## src/rtl/fla_pkg.sv

```systemverilog
// Shared types, codes and constants of the free list block allocator.
package fla_pkg;

  localparam int IDX_W          = 10;
  localparam int CNT_W          = 11;
  localparam int MODE_W         = 2;
  localparam int MAX_BLOCKS_DEF = 1024;

  // Item modes; the fourth code is unused and only returns an OK result with no grant.
  localparam logic [MODE_W-1:0] MODE_ALLOC = 2'd0;
  localparam logic [MODE_W-1:0] MODE_FREE  = 2'd1;
  localparam logic [MODE_W-1:0] MODE_CLEAR = 2'd2;

  typedef enum logic [1:0] {
    ST_OK    = 2'd0,
    ST_EMPTY = 2'd1,
    ST_RANGE = 2'd2
  } status_t;

  typedef enum logic [1:0] {
    S_IDLE,
    S_ALLOC,
    S_CLEAR
  } state_t;

  typedef struct packed {
    logic [MODE_W-1:0] mode;
    logic [IDX_W-1:0]  block_index;
  } in_item_t;

  typedef struct packed {
    logic [IDX_W-1:0] granted_index;
    status_t          status;
  } out_item_t;

  // Controller to datapath commands.
  typedef struct packed {
    logic    rd_head;
    logic    pop;
    logic    push;
    logic    set_empty;
    logic    sweep_start;
    logic    sweep_step;
    logic    res_valid;
    status_t res_status;
  } dp_cmd_t;

  // Datapath to controller status.
  typedef struct packed {
    logic list_empty;
    logic cnt_zero;
    logic idx_in_range;
    logic sweep_last;
  } dp_stat_t;

endpackage

```

## src/rtl/fla_ctrl.sv

```systemverilog
// Controller state machine of the free list block allocator.
module fla_ctrl (
  input  logic              clk,
  input  logic              rst_n,
  input  logic              start,
  input  logic [fla_pkg::MODE_W-1:0] mode,
  input  fla_pkg::dp_stat_t stat,
  output fla_pkg::dp_cmd_t  cmd,
  output logic              busy
);

  fla_pkg::state_t state_r, state_nxt;

  // State register
  always_ff @(posedge clk) begin
    if (!rst_n) begin
      state_r <= fla_pkg::S_IDLE;
    end else begin
      state_r <= state_nxt;
    end
  end

  // Next state and commands
  always_comb begin
    state_nxt      = state_r;
    cmd            = '0;
    cmd.res_status = fla_pkg::ST_OK;
    busy           = 1'b1;
    case (state_r)
      fla_pkg::S_IDLE: begin
        busy = 1'b0;
        if (start) begin
          case (mode)
            fla_pkg::MODE_ALLOC: begin
              if (stat.list_empty) begin
                cmd.res_valid  = 1'b1;
                cmd.res_status = fla_pkg::ST_EMPTY;
              end else begin
                // fetch the head's link, pop once it lands
                cmd.rd_head = 1'b1;
                state_nxt   = fla_pkg::S_ALLOC;
              end
            end
            fla_pkg::MODE_FREE: begin
              cmd.res_valid = 1'b1;
              if (stat.idx_in_range) begin
                cmd.push = 1'b1;
              end else begin
                cmd.res_status = fla_pkg::ST_RANGE;
              end
            end
            fla_pkg::MODE_CLEAR: begin
              if (stat.cnt_zero) begin
                cmd.set_empty = 1'b1;
                cmd.res_valid = 1'b1;
              end else begin
                cmd.sweep_start = 1'b1;
                state_nxt       = fla_pkg::S_CLEAR;
              end
            end
            default: begin
              cmd.res_valid = 1'b1;
            end
          endcase
        end
      end
      fla_pkg::S_ALLOC: begin
        cmd.pop       = 1'b1;
        cmd.res_valid = 1'b1;
        state_nxt     = fla_pkg::S_IDLE;
      end
      fla_pkg::S_CLEAR: begin
        // write one link a cycle until the last block
        cmd.sweep_step = 1'b1;
        if (stat.sweep_last) begin
          cmd.res_valid = 1'b1;
          state_nxt     = fla_pkg::S_IDLE;
        end
      end
      default: begin
        state_nxt = fla_pkg::S_IDLE;
      end
    endcase
  end

endmodule

```

## config.mk

```make
export PLATFORM = sky130hd
export DESIGN_NAME = fla_ctrl
export DESIGN_NICKNAME = d
export VERILOG_FILES = /design/src/rtl/fla_pkg.sv /design/src/rtl/fla_ctrl.sv
export SDC_FILE = /design/constraint.sdc
export NUM_CORES = 1
export LEC_CHECK = 0
export BUFFER_PORTS_ARGS = -buffer_cell sky130_fd_sc_hd__buf_2
export CORE_AREA = 4 4 41 43
export DETAILED_ROUTE_END_ITERATION = 10
export DIE_AREA = 0 0 45 47
export GPL_ROUTABILITY_DRIVEN = 0
export PLACE_DENSITY = 0.45
export SLEW_MARGIN = 20
export SYNTH_ARGS = -nofsm -noshare
export SYNTH_HDL_FRONTEND = slang
export SYNTH_SLANG_ARGS = --single-unit
```

## constraint.sdc

```tcl
create_clock -name clk -period 1.31 [get_ports clk]
set_input_delay 0 -clock clk [delete_from_list [all_inputs] [get_ports clk]]
set_output_delay 0 -clock clk [all_outputs]
set_load 0.01 [all_outputs]
```

Yosys cells after proc, flatten, opt, wreduce, memory -nomap -nowiden
Cells that the tools add are included.
{"block": "word_totals", "out_inout_bits": 10, "register_bits": 2, "input_bits": 9, "wordCells": 41}
{"block": "classes", "mux": 28, "reduce_logical": 3, "eq_ne": 9}
{"operator": "2-bit two-way mux", "count": 7}
{"operator": "1-bit two-way mux", "count": 12}
{"operator": "3-bit two-way mux", "count": 4}
{"operator": "2-bit case mux with 2 select lines", "count": 3}
{"operator": "3-bit != test, second input constant", "count": 2}
{"operator": "5-bit AND reduction", "count": 1}
{"operator": "2-bit by 1-bit == test with 1-bit output, second input constant", "count": 2}
{"operator": "2-bit == test, second input constant", "count": 2}
{"operator": "2-bit logical NOT", "count": 2}
{"operator": "2-bit != test, second input constant", "count": 2}
{"operator": "3-bit by 1-bit != test with 1-bit output, second input constant", "count": 1}
{"operator": "1-bit case mux with 3 select lines", "count": 1}
{"operator": "1-bit case mux with 2 select lines", "count": 1}

Logic depth before layout (Yosys ltp)
Gate-level depths: netlist of the first run.
{"block": "logic_depth", "depth_word": 4, "depth_mapped": 3}

Worst setup path before layout of the first run
Ideal clock, no wire load.
{"block": "synth_path", "path_type": "register -> register", "start": "reg state_r[0]", "end": "reg state_r[0]", "t_arrival_ps": 1245, "path_slack_ps": 6, "path_stages_with_launch": 4, "path_buffers": 0, "path_cell_list": "dfxtp_1 -> or4b_4 -> nor3_2 -> and2_1"}
{"block": "synth_between", "elab_chain_len": 3, "word_cells_on_any_way": 9, "cone_classes": "eq/ne (6); mux (1); reduce/logical (2)"}
{"element": "from (decl)", "line_no": "fla_ctrl.sv:12", "rtl": "fla_pkg::state_t state_r, state_nxt;"}
{"element": "from (signal assigned)", "line_no": "fla_ctrl.sv:17", "rtl": "state_r <= fla_pkg::S_IDLE;"}
{"element": "from (signal assigned)", "line_no": "fla_ctrl.sv:19", "rtl": "state_r <= state_nxt;"}
{"element": "2-bit == test or 2-bit logical NOT (tied branches)", "line_no": "fla_ctrl.sv:29", "rtl": "case (state_r)"}
{"element": "2-bit != test (no line), or another cell as far along"}
{"element": "5-bit AND reduction (no line)"}
Several ways; a longest one is shown, not always the timed one.
A chain may end at the register's enable or synchronous reset.

==> results_dict.tcl, run 1 <==
set metrics [dict create \
    status "complete, but fails checks" \
    violations "setup timing" \
    die_y_um 47 \
    final_design_area_no_fill_um2 338 \
    design.core.area_um2 1300 \
    path_buf_inv 1 \
    timing.final.ws_setup_ns -0.0802 \
    area_delta_synth_final_pct 86.2 \
    drive_above_1_share_pct 59.6 \
    largest_reg_flops 2 \
    cpMaxStageDelayCell "or4b_4" \
    maxCapViolCount 0 \
    yosysTopAreaCellShare_pct 22.1 \
    gr-total-overflow 0 \
    grt_pass1_wl_um 1020 \
    cts_buffers 3 \
    clock-root-buffer "clkbuf_4" \
    synth_cell_types 16 \
    grt.total_usage_pct 7.33 \
    synth_edf_count 0 \
    yosys_warnings 0 \
    synth_top_flop_cell "dfxtp_1" \
    yosysSeqAreaShare_pct 22.1 \
    synthTopCellsByCount "nor2_1, inv_1, dfxtp_1, nor2b_1" \
    tightestPinTransition_ns 0.173 \
    wl_per_cell_um 10.0 \
    max_freq_ghz 0.719 \
    drv_slew 0 \
    clk_pin_slew_worst_paths_ns 0.03 \
    die_w_um 45 \
    drtPass1Iterations 3 \
    hold_path_class "in -> reg" \
    drtIter0Drc 8 \
    syn_inst 24 \
    dp_hpwl_um 489 \
    p_per_area_nw_per_um2 780 \
    initial_utilization_pct 13.9 \
    syn_avg_cell_area_um2 7.56 \
    end_kind "output port" \
    synth_fp_nets 33 \
    antenna_left 0 \
    drc_errors 0 \
    clock_sinks 2 \
    finalPower_uw 263 \
    nets 58 \
    setup_viol 4 \
    ios 19 \
    finalClockSkew_ns 0.00604 \
    syn_area_um2 181 \
    synth_top_cell_by_area "dfxtp_1" \
    die-area_um2 2120 \
    rsz0062_at_grt "true" \
    synthTopCellsByArea "dfxtp_1, nor2_1, nor3_4" \
    synth.most_common_cell "nor2_1" \
    ys_ff_latch 2 \
    worstSkewPairLatency_ns 0.23 \
    finalCriticalPeriod_ns 1.39 \
    cts_tree "built" \
    leakage_nw 0.196 \
    hold_viol 0 \
    critPathMaxStageDelay_ns 0.56 \
    ctsLongestPathBuffers 2 \
    top_register "state_r" \
    async_reset_ff_share_pct 0 \
    num_vias 253 \
    io_buffers 18 \
    required_ns 1.31 \
    drt-total-wl_um 620 \
    max_slew_margin_pct 88.4 \
    fin_crit_sh_pct 106 \
    rrSetupSlack_ns 0.10 \
    row_count 13 \
    vias_per_cell 4.08 \
    worst_ep_arrival_time_ns 1.39 \
    worstSetupPathType "reg -> out" \
    crit_family "simple AND/OR/NAND/NOR gates" \
    num-fill-cells 163 \
    cts_max_level 1 \
    antenna_found_initial 0 \
    worst_setup_path_start_kind "flip-flop" \
    num_antenna_cells 0 \
    vdd_ir_drop_max_mv 0.274 \
    post_dp_cell_area_um2 290 \
    cp_max_fo 4 \
    first_global_vias 265 \
    reg_top3 "state_r: 2 flops" \
    grt_max_degree 6 \
    worstPathCellList "or4b_4, nor3b_2, buf_2" \
]
[cells in the final DEF, fill, tap and decap left out, types with 2 or more instances in the layout]
cell      count
dfxtp_2       2
buf_2        18
clkbuf_4      3
nor2b_1       2
nor2_1        5
inv_1         3
[final cells by class]
| cell class | count | area (um^2) | share of cell area, % |
|---|---|---|---|
| multi-input combinational | 19 | 135 | 40.0 |
| tap | 15 | 18.8 | 5.56 |
| sequential | 2 | 42.5 | 12.6 |
| inverter | 3 | 11.3 | 3.33 |
| timing repair buffer | 20 | 108 | 31.9 |
| clock buffer | 3 | 22.5 | 6.67 |
[where the power goes]
group / total (mW) / internal [mW] / switching, mW
logic: 0.0627 / 0.0304 / 0.0323
clock network: 0.137 / 0.101 / 0.0358
registers: 0.0638 / 0.0629 / 0.000941
[layer usage]
layer  routed length (um)  GRT usage, %
met3                   92          5.36
met2                  230          8.19
met5                    0             0
met4                   19          8.77
met1                  276          7.92
[final timing paths]
check | start | end | cells past startpoint
hold / removal | stat[0] | state_r[1] | 3
setup reg to reg | state_r[1] | state_r[1] | 3
hold reg to reg | state_r[1] | state_r[0] | 3
setup / recovery | state_r[1] | cmd[0] | 3
[per-stage QoR]
step / instances / setup TNS [ns] / hold slack (ns) / utilization (%) / worst slack (ns)
after floorplan: 24 / 0 / 0.0282 / - / 0.00567
after global placement: 57 / 0 / 0.223 / 22.3 / 0.0637
after detailed placement: 57 / 0 / 0.217 / 22.3 / 0.0607
after CTS: 62 / -0.315 / 0.0974 / 26.0 / -0.101
after global routing: 62 / -0.473 / 0.109 / 26.0 / -0.143
final: 62 / -0.241 / 0.105 / 26.0 / -0.0802
[worst reg2reg max path: stages, from the launching register on]
cell and delay [ns]:
dfxtp_2 0.31, or4b_4 0.56, nor3_4 0.15, o21a_1 0.13
[logic make-up (layout without fill, tap and decap cells)]
group           Yosys count  after routing  synth area share [%]
simple gates             15             15                  56.6
compound gates            4              4                  15.2
buf+inv                   3             26                  6.21
flops                     2              2                  22.1
[what timing repair did]
item | CTS | global route
cloned | 0 | 0
endpoints found under the setup margin | 4 | 4
buffers inserted | 1 | 0
pin swaps | 2 | 0
endpoints found under the hold margin | 2 | 0
resized for setup | 3 | 0
hold buffers | 1 | 0
Note: power is estimated with default switching activity, not from simulation.
==> run 2: changes to the inputs <==
--- a/config.mk
+++ b/config.mk
@@ -11,6 +11,7 @@
 export DIE_AREA = 0 0 45 47
 export GPL_ROUTABILITY_DRIVEN = 0
 export PLACE_DENSITY = 0.45
+export REMOVE_ABC_BUFFERS = 1
 export SLEW_MARGIN = 20
 export SYNTH_ARGS = -nofsm -noshare
 export SYNTH_HDL_FRONTEND = slang
==> constraint.sdc (replaced) <==
create_clock -name clk -period 1.6 [get_ports clk]
set_input_delay 0 -clock clk [delete_from_list [all_inputs] [get_ports clk]]
set_output_delay 0 -clock clk [all_outputs]
set_load 0.01 [all_outputs]
==> run 2 against run 1 <==
Against the previous run:
- the run now ends clean
- largest cell class unchanged
- power decreased by 17%
- critical endpoint unchanged
- global-route usage up 0.63 points
- wire length is 3.2% lower
- non-clock buffer count fell by 1
- sequential power decreased by 18%
- combinational power decreased by 22%
- final cell count is 1.6% lower
- clock-buffer cell count unchanged
==> results_dict.tcl, run 2 (synthesis gave the netlist of run 1 again) <==
set metrics [dict create \
    status "finished, final reports clean" \
    antenna_left 0 \
    final_core_util_pct 24.8 \
    setup_viol 0 \
    min_delay_worst_endpoint "state_r[1]" \
    required_ns 1.60 \
    worstSetupPathType "reg -> out" \
    drive_above_1_share_pct 52.2 \
    vdd_ir_drop_max_mv 0.228 \
    end_kind "output port" \
    max_freq_ghz 0.669 \
    ctsLongestPathBuffers 2 \
    num_vias 243 \
    finalCriticalPeriod_ns 1.49 \
    hold_start "stat[0]" \
    num-fill-cells 161 \
    hold_path_class "in -> reg" \
    maxCapViolCount 0 \
    cts_tree "built" \
    p_per_area_nw_per_um2 673 \
    finalSetupTns_ns 0 \
    largest_reg_flops 2 \
    ios 19 \
    first_global_vias 262 \
    dp_hpwl_um 487 \
    cts_buffers 3 \
    grt.total_usage_pct 7.97 \
    area_delta_synth_final_pct 77.9 \
    timing.final.ws_setup_ns 0.106 \
    initial_utilization_pct 13.9 \
    cp_max_fo 5 \
    clock_sinks 2 \
    worst_ep_arrival_time_ns 1.49 \
    design.core.area_um2 1300 \
    rr_worst_depth 3 \
    r2r-end "state_r[1]" \
    leakage_nw 0.189 \
    drv_slew 0 \
    rsz0062_at_grt "false" \
    clock-root-buffer "clkbuf_4" \
    row_count 13 \
    top_register "state_r" \
    cts_max_level 1 \
    wl_per_cell_um 9.84 \
    hold_path_depth 3 \
    num_antenna_cells 0 \
    drc_errors 0 \
    whs_ns 0.110 \
    nets 57 \
    reg_top3 "state_r: 2 flops" \
    rrSetupSlack_ns 0.35 \
    clk_pin_slew_worst_paths_ns 0.03 \
    worstSkewPairLatency_ns 0.23 \
    cts_resized 0 \
    drtIter0Drc 1 \
    vias_per_cell 3.98 \
    drtPass1Iterations 2 \
    place_worst_setup_slack_ns 0.346 \
    max_slew_margin_pct 88.5 \
    grt_max_degree 6 \
    worst_setup_path_start_kind "flip-flop" \
    die-area_um2 2120 \
    tightestPinTransition_ns 0.173 \
    io_buffers 18 \
    mostFrequentLayoutCells "buf_2, nor2_1, inv_1, clkbuf_4" \
    drt-total-wl_um 600 \
    finalClockSkew_ns 0.00492 \
    grt_pass1_wl_um 1070 \
    die_y_um 47 \
    r2r-start "state_r[0]" \
    gr-total-overflow 0 \
    layout_commonest_cell "buf_2" \
    hold_viol 0 \
    fin_crit_sh_pct 93.4 \
    antenna_found_initial 0 \
    die_w_um 45 \
]
run 2: final cells by class:
type | instances | area [um^2] | area share [%]
well taps | 15 | 18.8 | 5.81
repair buffers | 19 | 100 | 31.0
flip-flops and latches | 2 | 40.0 | 12.4
multi-input cells | 19 | 130 | 40.3
inverters | 3 | 11.3 | 3.49
clock buffers | 3 | 22.5 | 6.98
run 2: worst max-delay path by stage:
stage,startpoint,endpoint,cells past startpoint
2_1_floorplan,state_r[0],state_r[0],3
3_3_place_gp,state_r[0],state_r[1],3
3_5_place_dp,state_r[0],cmd[0],3
4_1_cts,state_r[0],cmd[0],3
5_1_grt,state_r[0],cmd[0],3
6_report,state_r[0],cmd[0],3
run 2: what timing repair did:
item                      in CTS  in global routing
hold buffers                   1                  0
hold endpoints to repair       2                  0
setup buffers                  0                  0
run 2: worst max-delay path, stage by stage, from the launching register on:
cell     delay, ns
dfxtp_1       0.33
or4b_4        0.59
nor3b_1       0.20
buf_2         0.15
run 2: where the power goes:
| part | total, mW | internal (mW) | leakage, nW | switching [mW] |
|---|---|---|---|---|
| registers | 0.0524 | 0.0513 | 0.0162 | 0.00112 |
| logic | 0.0492 | 0.0238 | 0.159 | 0.0254 |
| clock network | 0.116 | 0.0831 | 0.0138 | 0.0326 |
run 2: routing by layer:
layer / GRT usage [%] / vias up / share of wire (%)
met5: 0 / - / 0
met4: 10.5 / 0 / 4.8
met3: 4.98 / 4 / 15
met2: 8.19 / 16 / 35
met1: 9.28 / 97 / 45
li1: - / 126 / -
run 2: through the flow:
stage | instances | total power [mW] | cell area, um^2
final | 61 | 0.217 | 323
after global routing | 61 | 0.243 | 323
after CTS | 61 | 0.224 | 323
after detailed placement | 57 | 0.101 | 290
after global placement | 57 | 0.101 | 290
after floorplan | 24 | 0.0762 | 181
